File: config.mk
export PLATFORM = sky130hd
export DESIGN_NAME = sm3_hash_engine
export DESIGN_NICKNAME = d
export VERILOG_FILES = /design/src/hdl/sm3_pkg.sv /design/src/hdl/sm3_hash_engine.sv /design/src/hdl/sm3_round.sv
export SDC_FILE = /design/constraint.sdc
export NUM_CORES = 2
export LEC_CHECK = 0
export BUFFER_PORTS_ARGS = -buffer_cell sky130_fd_sc_hd__buf_2
export CAP_MARGIN = 20
export CORE_ASPECT_RATIO = 0.6
export CORE_MARGIN = 2
export CORE_UTILIZATION = 46
export CTS_CLUSTER_DIAMETER = 80
export CTS_CLUSTER_SIZE = 30
export DETAILED_ROUTE_END_ITERATION = 16
export GPL_ROUTABILITY_DRIVEN = 0
export PLACE_DENSITY = 0.65
export RECOVER_POWER = 25
export REMOVE_ABC_BUFFERS = 1
export SETUP_SLACK_MARGIN = 0.5
export SLEW_MARGIN = 20
export SYNTH_ARGS = -nofsm -noshare
export SYNTH_HDL_FRONTEND = slang
export SYNTH_SLANG_ARGS = --single-unit
export TNS_END_PERCENT = 100
File: constraint.sdc
create_clock -name clk -period 53.9 [get_ports clk]
set_input_delay 2.695 -clock clk [delete_from_list [all_inputs] [get_ports clk]]
set_output_delay 2.695 -clock clk [all_outputs]
set_load 0.01 [all_outputs]
File: src/hdl/sm3_pkg.sv
package sm3_pkg;

  typedef logic [31:0] word_t;

  // Status of the compression core as seen by the sequencer
  typedef struct packed {
    logic busy;
    logic done;
  } stat_t;

  // Initial chaining value
  localparam word_t SM3_IV [8] = '{
    32'h7380166F, 32'h4914B2B9, 32'h172442D7, 32'hDA8A0600,
    32'hA96F30BC, 32'h163138AA, 32'hE38DEE4D, 32'hB0FB0E4E
  };

  // Round constants for rounds 0..15 and 16..63
  localparam word_t T_LOW  = 32'h79CC4519;
  localparam word_t T_HIGH = 32'h7A879D8A;

  // Rounds in one compression
  localparam int ROUNDS = 64;

endpackage

File: src/hdl/sm3_hash_engine.sv
// SM3 hash engine, one message word per beat, eight digest beats per message.
// A word is accepted only while idle; an aligned full word is stored whole,
// others byte by byte; each filled 64-byte block then runs through the
// one-round-per-cycle compression core. The end mark adds padding plus one
// or two compressions, then eight digest beats. Reset loads the initial
// value and clears both byte counts.
module sm3_hash_engine (
  input  logic        clk,
  input  logic        rst,
  input  logic        msg_valid,
  output logic        msg_ready,
  input  logic [31:0] msg_word,
  input  logic [2:0]  byte_count,
  input  logic        end_of_message,
  output logic        digest_valid,
  input  logic        digest_ready,
  output logic [31:0] digest_word,
  output logic [2:0]  digest_index,
  output logic        digest_last
);

  localparam logic [2:0] S_IDLE = 3'd0;
  localparam logic [2:0] S_BYTE = 3'd1;
  localparam logic [2:0] S_PAD  = 3'd2;
  localparam logic [2:0] S_ZERO = 3'd3;
  localparam logic [2:0] S_COMP = 3'd4;
  localparam logic [2:0] S_OUT  = 3'd5;

  logic [2:0]             state;
  logic [2:0]             ret;
  logic [31:0]            word;
  logic [2:0]             rem;
  logic                   last;
  logic [5:0]             fill;
  logic [63:0]            total;
  logic [3:0]             wp;
  logic                   extra;
  logic [2:0]             oi;
  logic                   start;
  logic [7:0][31:0]       cv;
  logic [7:0][31:0]       cv_new;
  logic [15:0][3:0][7:0]  blk;
  sm3_pkg::stat_t         stat;

  logic [3:0]             idx;
  logic [1:0]             lane;

  assign idx  = fill[5:2];
  assign lane = ~fill[1:0];

  sm3_round u_round (
    .clk    (clk),
    .rst    (rst),
    .start  (start),
    .blk    (blk),
    .cv_in  (cv),
    .cv_out (cv_new),
    .stat   (stat)
  );

  assign msg_ready    = (state == S_IDLE);
  assign digest_valid = (state == S_OUT);
  assign digest_word  = cv[oi];
  assign digest_index = oi;
  assign digest_last  = (oi == 3'd7);

  // Control sequencer and counters
  always_ff @(posedge clk) begin
    if (rst) begin
      state <= S_IDLE;
      ret   <= S_IDLE;
      fill  <= '0;
      total <= '0;
      oi    <= '0;
      start <= 1'b0;
      wp    <= '0;
      extra <= 1'b0;
      for (int k = 0; k < 8; k++) begin
        cv[k] <= sm3_pkg::SM3_IV[k];
      end
    end else begin
      start <= 1'b0;
      case (state)
        S_IDLE: begin
          if (msg_valid) begin
            state <= S_BYTE;
          end
        end
        S_BYTE: begin
          if (rem == 3'd0) begin
            state <= last ? S_PAD : S_IDLE;
          end else if (fill[1:0] == 2'd0 && rem == 3'd4) begin
            fill  <= fill + 6'd4;
            total <= total + 64'd4;
            if (idx == 4'd15) begin
              start <= 1'b1;
              ret   <= S_BYTE;
              state <= S_COMP;
            end
          end else begin
            fill  <= fill + 6'd1;
            total <= total + 64'd1;
            if (fill == 6'd63) begin
              start <= 1'b1;
              ret   <= S_BYTE;
              state <= S_COMP;
            end
          end
        end
        S_PAD: begin
          oi <= '0;
          if (idx == 4'd15) begin
            start <= 1'b1;
            ret   <= S_ZERO;
            wp    <= '0;
            extra <= 1'b0;
            state <= S_COMP;
          end else begin
            wp    <= idx + 4'd1;
            extra <= (idx >= 4'd14);
            state <= S_ZERO;
          end
        end
        S_ZERO: begin
          if (wp == 4'd14 && !extra) begin
            start <= 1'b1;
            ret   <= S_OUT;
            state <= S_COMP;
          end else if (wp == 4'd15) begin
            start <= 1'b1;
            ret   <= S_ZERO;
            wp    <= '0;
            extra <= 1'b0;
            state <= S_COMP;
          end else begin
            wp <= wp + 4'd1;
          end
        end
        S_COMP: begin
          if (stat.done) begin
            cv    <= cv_new;
            state <= ret;
          end
        end
        S_OUT: begin
          if (digest_ready) begin
            if (oi == 3'd7) begin
              for (int k = 0; k < 8; k++) begin
                cv[k] <= sm3_pkg::SM3_IV[k];
              end
              total <= '0;
              fill  <= '0;
              state <= S_IDLE;
            end else begin
              oi <= oi + 3'd1;
            end
          end
        end
        default: begin
          state <= S_IDLE;
        end
      endcase
    end
  end

  // Hold the accepted beat, shift out its bytes, fill and pad the block buffer
  always_ff @(posedge clk) begin
    case (state)
      S_IDLE: begin
        if (msg_valid) begin
          word <= msg_word;
          rem  <= (byte_count > 3'd4) ? 3'd4 : byte_count;
          last <= end_of_message;
        end
      end
      S_BYTE: begin
        if (rem == 3'd0) begin
          rem <= '0;
        end else if (fill[1:0] == 2'd0 && rem == 3'd4) begin
          blk[idx] <= word;
          rem      <= '0;
        end else begin
          blk[idx][lane] <= word[31:24];
          word           <= {word[23:0], 8'h00};
          rem            <= rem - 3'd1;
        end
      end
      S_PAD: begin
        // Drop the 0x80 marker in place and clear the rest of its word
        for (int l = 0; l < 4; l++) begin
          if (2'(l) == lane) begin
            blk[idx][l] <= 8'h80;
          end else if (2'(l) < lane) begin
            blk[idx][l] <= 8'h00;
          end
        end
      end
      S_ZERO: begin
        if (wp == 4'd14 && !extra) begin
          blk[14] <= total[60:29];
          blk[15] <= {total[28:0], 3'b000};
        end else begin
          blk[wp] <= '0;
        end
      end
      default: begin
      end
    endcase
  end

  a_no_overlap: assert property (@(posedge clk) disable iff (rst)
    !(msg_ready && digest_valid))
    else $error("input and digest channels active together");

  a_start_idle: assert property (@(posedge clk) disable iff (rst)
    start |-> !stat.busy)
    else $error("compression started while core busy");

  a_done_in_comp: assert property (@(posedge clk) disable iff (rst)
    stat.done |-> (state == S_COMP))
    else $error("compression finished outside wait state");

  a_clear_after_digest: assert property (@(posedge clk) disable iff (rst)
    (digest_valid && digest_ready && digest_last) |=>
      (fill == 6'd0 && total == 64'd0 && state == S_IDLE))
    else $error("counts not cleared after final digest beat");

endmodule

File: src/hdl/sm3_round.sv
module sm3_round (
  input  logic                clk,
  input  logic                rst,
  input  logic                start,
  input  logic [15:0][31:0]   blk,
  input  logic [7:0][31:0]    cv_in,
  output logic [7:0][31:0]    cv_out,
  output sm3_pkg::stat_t      stat
);

  logic [15:0][31:0] w;
  logic [7:0][31:0]  r;
  logic [5:0]        rnd;
  logic              busy;
  logic              done;
  sm3_pkg::word_t    tj;

  sm3_pkg::word_t    a12, ss1, ss2, ff, gg, tt1, tt2, wx, pre;

  function automatic sm3_pkg::word_t rol(input sm3_pkg::word_t x, input int n);
    rol = (x << n) | (x >> (32 - n));
  endfunction

  function automatic sm3_pkg::word_t p0(input sm3_pkg::word_t x);
    p0 = x ^ rol(x, 9) ^ rol(x, 17);
  endfunction

  function automatic sm3_pkg::word_t p1(input sm3_pkg::word_t x);
    p1 = x ^ rol(x, 15) ^ rol(x, 23);
  endfunction

  // One round of the compression function, plus one step of word expansion
  always_comb begin
    a12 = rol(r[0], 12);
    ss1 = rol(a12 + r[4] + tj, 7);
    ss2 = ss1 ^ a12;
    if (rnd < 6'd16) begin
      ff = r[0] ^ r[1] ^ r[2];
      gg = r[4] ^ r[5] ^ r[6];
    end else begin
      ff = (r[0] & r[1]) | (r[0] & r[2]) | (r[1] & r[2]);
      gg = (r[4] & r[5]) | (~r[4] & r[6]);
    end
    tt1 = ff + r[3] + ss2 + (w[0] ^ w[4]);
    tt2 = gg + r[7] + ss1 + w[0];
    pre = w[0] ^ w[7] ^ rol(w[13], 15);
    wx  = p1(pre) ^ rol(w[3], 7) ^ w[10];
  end

  // Sequence the 64 rounds
  always_ff @(posedge clk) begin
    if (rst) begin
      busy <= 1'b0;
      done <= 1'b0;
      rnd  <= '0;
    end else begin
      done <= 1'b0;
      if (start) begin
        busy <= 1'b1;
        rnd  <= '0;
      end else if (busy) begin
        rnd <= rnd + 6'd1;
        if (rnd == 6'(sm3_pkg::ROUNDS - 1)) begin
          busy <= 1'b0;
          done <= 1'b1;
        end
      end
    end
  end

  // Load the block and chaining value, then advance the working registers
  always_ff @(posedge clk) begin
    if (start) begin
      w  <= blk;
      r  <= cv_in;
      tj <= sm3_pkg::T_LOW;
    end else if (busy) begin
      for (int i = 0; i < 15; i++) begin
        w[i] <= w[i + 1];
      end
      w[15] <= wx;
      r[3] <= r[2];
      r[2] <= rol(r[1], 9);
      r[1] <= r[0];
      r[0] <= tt1;
      r[7] <= r[6];
      r[6] <= rol(r[5], 19);
      r[5] <= r[4];
      r[4] <= p0(tt2);
      // Rotate the round constant one bit per round; switch at round 16
      if (rnd == 6'd15) begin
        tj <= rol(sm3_pkg::T_HIGH, 16);
      end else begin
        tj <= rol(tj, 1);
      end
    end
  end

  assign cv_out      = cv_in ^ r;
  assign stat.busy   = busy;
  assign stat.done   = done;

endmodule
==> out/qor.yml <==
run_status:
  run_status: "finished, violations left"
  failed_checks: "capacitance limit, slew limit"
clocking:
  postCtsHoldBufs: 0
  clockRootBuffer: "clkbuf_16"
  cts_sinks: 1694
  cts_buffers: 70
  path_clk_slew_ns: 0.11
  h-tree-depth: 3
  post_cts_buffers: 0
  ctsLongestPathBuffers: 3
  cts_resized: 0
  clk_latency_ns: 0.74
  cts_tree: "built"
power:
  irDropWorstVdd_mv: 0.0597
  power_frac_comb_pct: 38.8
  cellPowerDensity_nw_per_um2: 39.6
  p_leak_nw: 30.1
  p_int_mw: 2.29
  switching_power_mw: 1.32
  switching_share_pct: 36.7
  p_clk_share_pct: 19.7
  sequentialPowerShare_pct: 41.5
grt:
  grt_first_pass_wirelength_um: 407000
  antenna_found_initial: 28
  grt_max_degree: 226
  gr-total-overflow: 0
  grt_pass1_vias: 54055
  grt_use_total_pct: 29.5
worst_setup_path:
  slowest_stage: "clkbuf_1"
  reg2reg_depth: 4
  cp_cell_sequence: "clkbuf_1 > clkbuf_1 > nand2_1 > o21ai_0"
  startpoint: "start"
  critPathCaptureType: "flop"
  worstPathArrival_ns: 13.21
  required_ns: 54.42
  path_max_fanout: 153
  path_class: "reg -> reg"
  worst_path_most_repeated_cell: "clkbuf_1"
  rr_startpoint: "start"
  worst_setup_path_start_kind: "flop"
  worst_path_largest_cell_delay_ns: 6.16
  crit_family: "buffers and inverters"
  worst-path-stages: 4
  path_buf_inv: 2
die:
  rows: 122
  placeableCoreArea_sq_um: 185000
  die_y_um: 339
  boundaryPins: 78
  start_util_pct: 46.5
  die_w_um: 562
  die_area_sq_um: 191000
flow_run:
  cap_violations: 16
layout:
  syn2layout_area_growth_pct: 5.87
  drive_gt1_share_pct: 15.5
  nets: 7356
synth:
  yosysWarnings: 0
  yosysSeqAreaShare_pct: 54.7
  synth_edf_count: 1316
  syn_inst: 7205
  ys.flop_type: "edfxtp_1"
  syn_avg_cell_area_sq_um: 11.9
  synth-seq-cells: 1694
  synthesis.area_sq_um: 86100
  async_reset_ff_share_pct: 0
  ys_types: 79
sta:
  tightest_slew_ns: 8.74
  fin_crit_sh_pct: 23.5
  setup-violations-final: 0
  slew_headroom_pct: -483
  setup-tns-final_ns: 0
  grt_setup_unrepaired: "false"
  fmax_ghz: 0.0789
  hold_viol_final: 0
  fin_skew_ns: 0.0694
  fin_crit_ns: 12.68
  whs_ns: 0.481
  drv_slew: 884
detailed_routing:
  vias_per_cell: 6.30
  drt_first_pass_iters: 6
  drc_errors: 0
  wire_per_inst_um: 30.3
  routed-via-count: 60179
  dr.first_iter.drc_count: 10000
  ant_nets: 0
  wirelength_um: 289000
worst_hold_path:
  min_from: "ret[0]"
  holdPathStages: 2
  min_path_type: "reg -> reg"
placed_design:
  place_hpwl_um: 213000
  io_buffers: 77
power by group through the flow:
stage / registers [mW] / logic, mW / clock network [mW]
after CTS: 1.50 / 1.32 / 0.715
after detailed placement: 1.52 / 1.31 / 0
after floorplan: 1.53 / 0.906 / 0
after global routing: 1.50 / 1.47 / 0.753
final: 1.50 / 1.40 / 0.711
after global placement: 1.52 / 1.28 / 0
cells by family (layout without fill, tap and decap cells):
group / after synthesis / after routing / synth area share, %
XOR/XNOR: 609 / 609 / 6.34
buffers and inverters: 617 / 479 / 2.70
flip-flops: 1694 / 1694 / 54.7
AND/OR/NAND/NOR: 1758 / 1758 / 8.89
adder cells (fa/ha/maj): 300 / 300 / 6.00
multiplexers: 844 / 844 / 11.8
other: 0 / 7 / 0
AO/OA/AOI/OAI: 1383 / 1383 / 9.56
routing by layer:
layer | up-vias | GRT usage (%) | share of wire [%]
met2 | 3990 | 33.9 | 35
met3 | 301 | 16.1 | 19
met5 | - | 0.825 | 0.085
met1 | 30395 | 46.9 | 44
met4 | 10 | 4.69 | 1.8
li1 | 25483 | - | -
tightest hold or removal path: stages, from the launching register on:
cell,delay (ns)
dfxtp_1,0.34
inv_1,0.05
a21oi_1,0.05
Yosys cell counts, types with 19 or more instances:
| master | number | area, sq um |
|---|---|---|
| nor2_1 | 467 | 1750 |
| edfxtp_1 | 1316 | 39500 |
| a221o_1 | 63 | 631 |
| and2_1 | 43 | 269 |
| dfxtp_1 | 378 | 7570 |
| clkbuf_1 | 388 | 1460 |
| nand2_1 | 832 | 3120 |
| inv_1 | 199 | 747 |
| o21ai_0 | 680 | 3400 |
| or3_1 | 20 | 125 |
| a21oi_1 | 339 | 1700 |
| mux2i_1 | 64 | 641 |
| buf_1 | 24 | 90.1 |
| nand4_1 | 23 | 144 |
| mux4_2 | 64 | 1440 |
| a21o_1 | 27 | 203 |
| and3_1 | 171 | 1070 |
| nor3_1 | 46 | 230 |
| a22o_1 | 92 | 806 |
| xnor2_1 | 327 | 2860 |
| xor2_1 | 273 | 2390 |
| o21a_1 | 19 | 143 |
| ha_1 | 112 | 1400 |
| mux2_2 | 715 | 8050 |
| fa_1 | 188 | 3760 |
| nand3_1 | 76 | 380 |
cell usage in the layout, fill, tap and decap left out, types with 26 or more instances in the layout:
master	netlist	layout
a21o_1	27	26
a21oi_1	339	319
a221o_1	63	63
a22o_1	92	92
and2_1	43	33
and3_1	171	171
buf_2	4	76
buf_4	0	60
clkbuf_1	388	45
clkbuf_16	0	75
dfxtp_1	378	374
edfxtp_1	1316	1316
fa_1	188	188
ha_1	112	112
inv_1	199	199
mux2_2	715	707
mux2i_1	64	64
mux4_2	64	64
nand2_1	832	831
nand3_1	76	75
nor2_1	467	456
nor3_1	46	44
o21ai_0	680	680
xnor2_1	327	324
xor2_1	273	273
area by class of cell:
class / instances / area (sq um)
diodes: 7 / 17.5
clock buffers: 107 / 2000
clock inverters: 16 / 225
fillers: 16139 / 94100
inverters: 201 / 756
multi-input cells: 4894 / 36900
flip-flops and latches: 1694 / 47100
well taps: 2480 / 3100
repair buffers: 155 / 1000
final timing paths:
check | to | slack (ns)
worst max-delay path | u_round.r[152] | 41.22
worst min-delay path | ret[0] | 0.48
worst max register to register | u_round.r[152] | 41.22
worst min register to register | ret[0] | 0.48
metrics by stage:
stage | cells | worst slack (ns) | instance area (sq um) | util, % | power (mW)
floorplan | 6789 | 17.35 | 84500 | - | 2.44
global placement | 9423 | 45.87 | 88900 | 48.0 | 2.81
detailed placement | 9423 | 45.86 | 88900 | 48.0 | 2.83
CTS | 9546 | 45.81 | 91100 | 49.2 | 3.53
global route | 9547 | 40.65 | 91100 | 49.2 | 3.72
finish | 9554 | 41.22 | 91100 | 49.2 | 3.61
(Power assumes the default switching activity.)
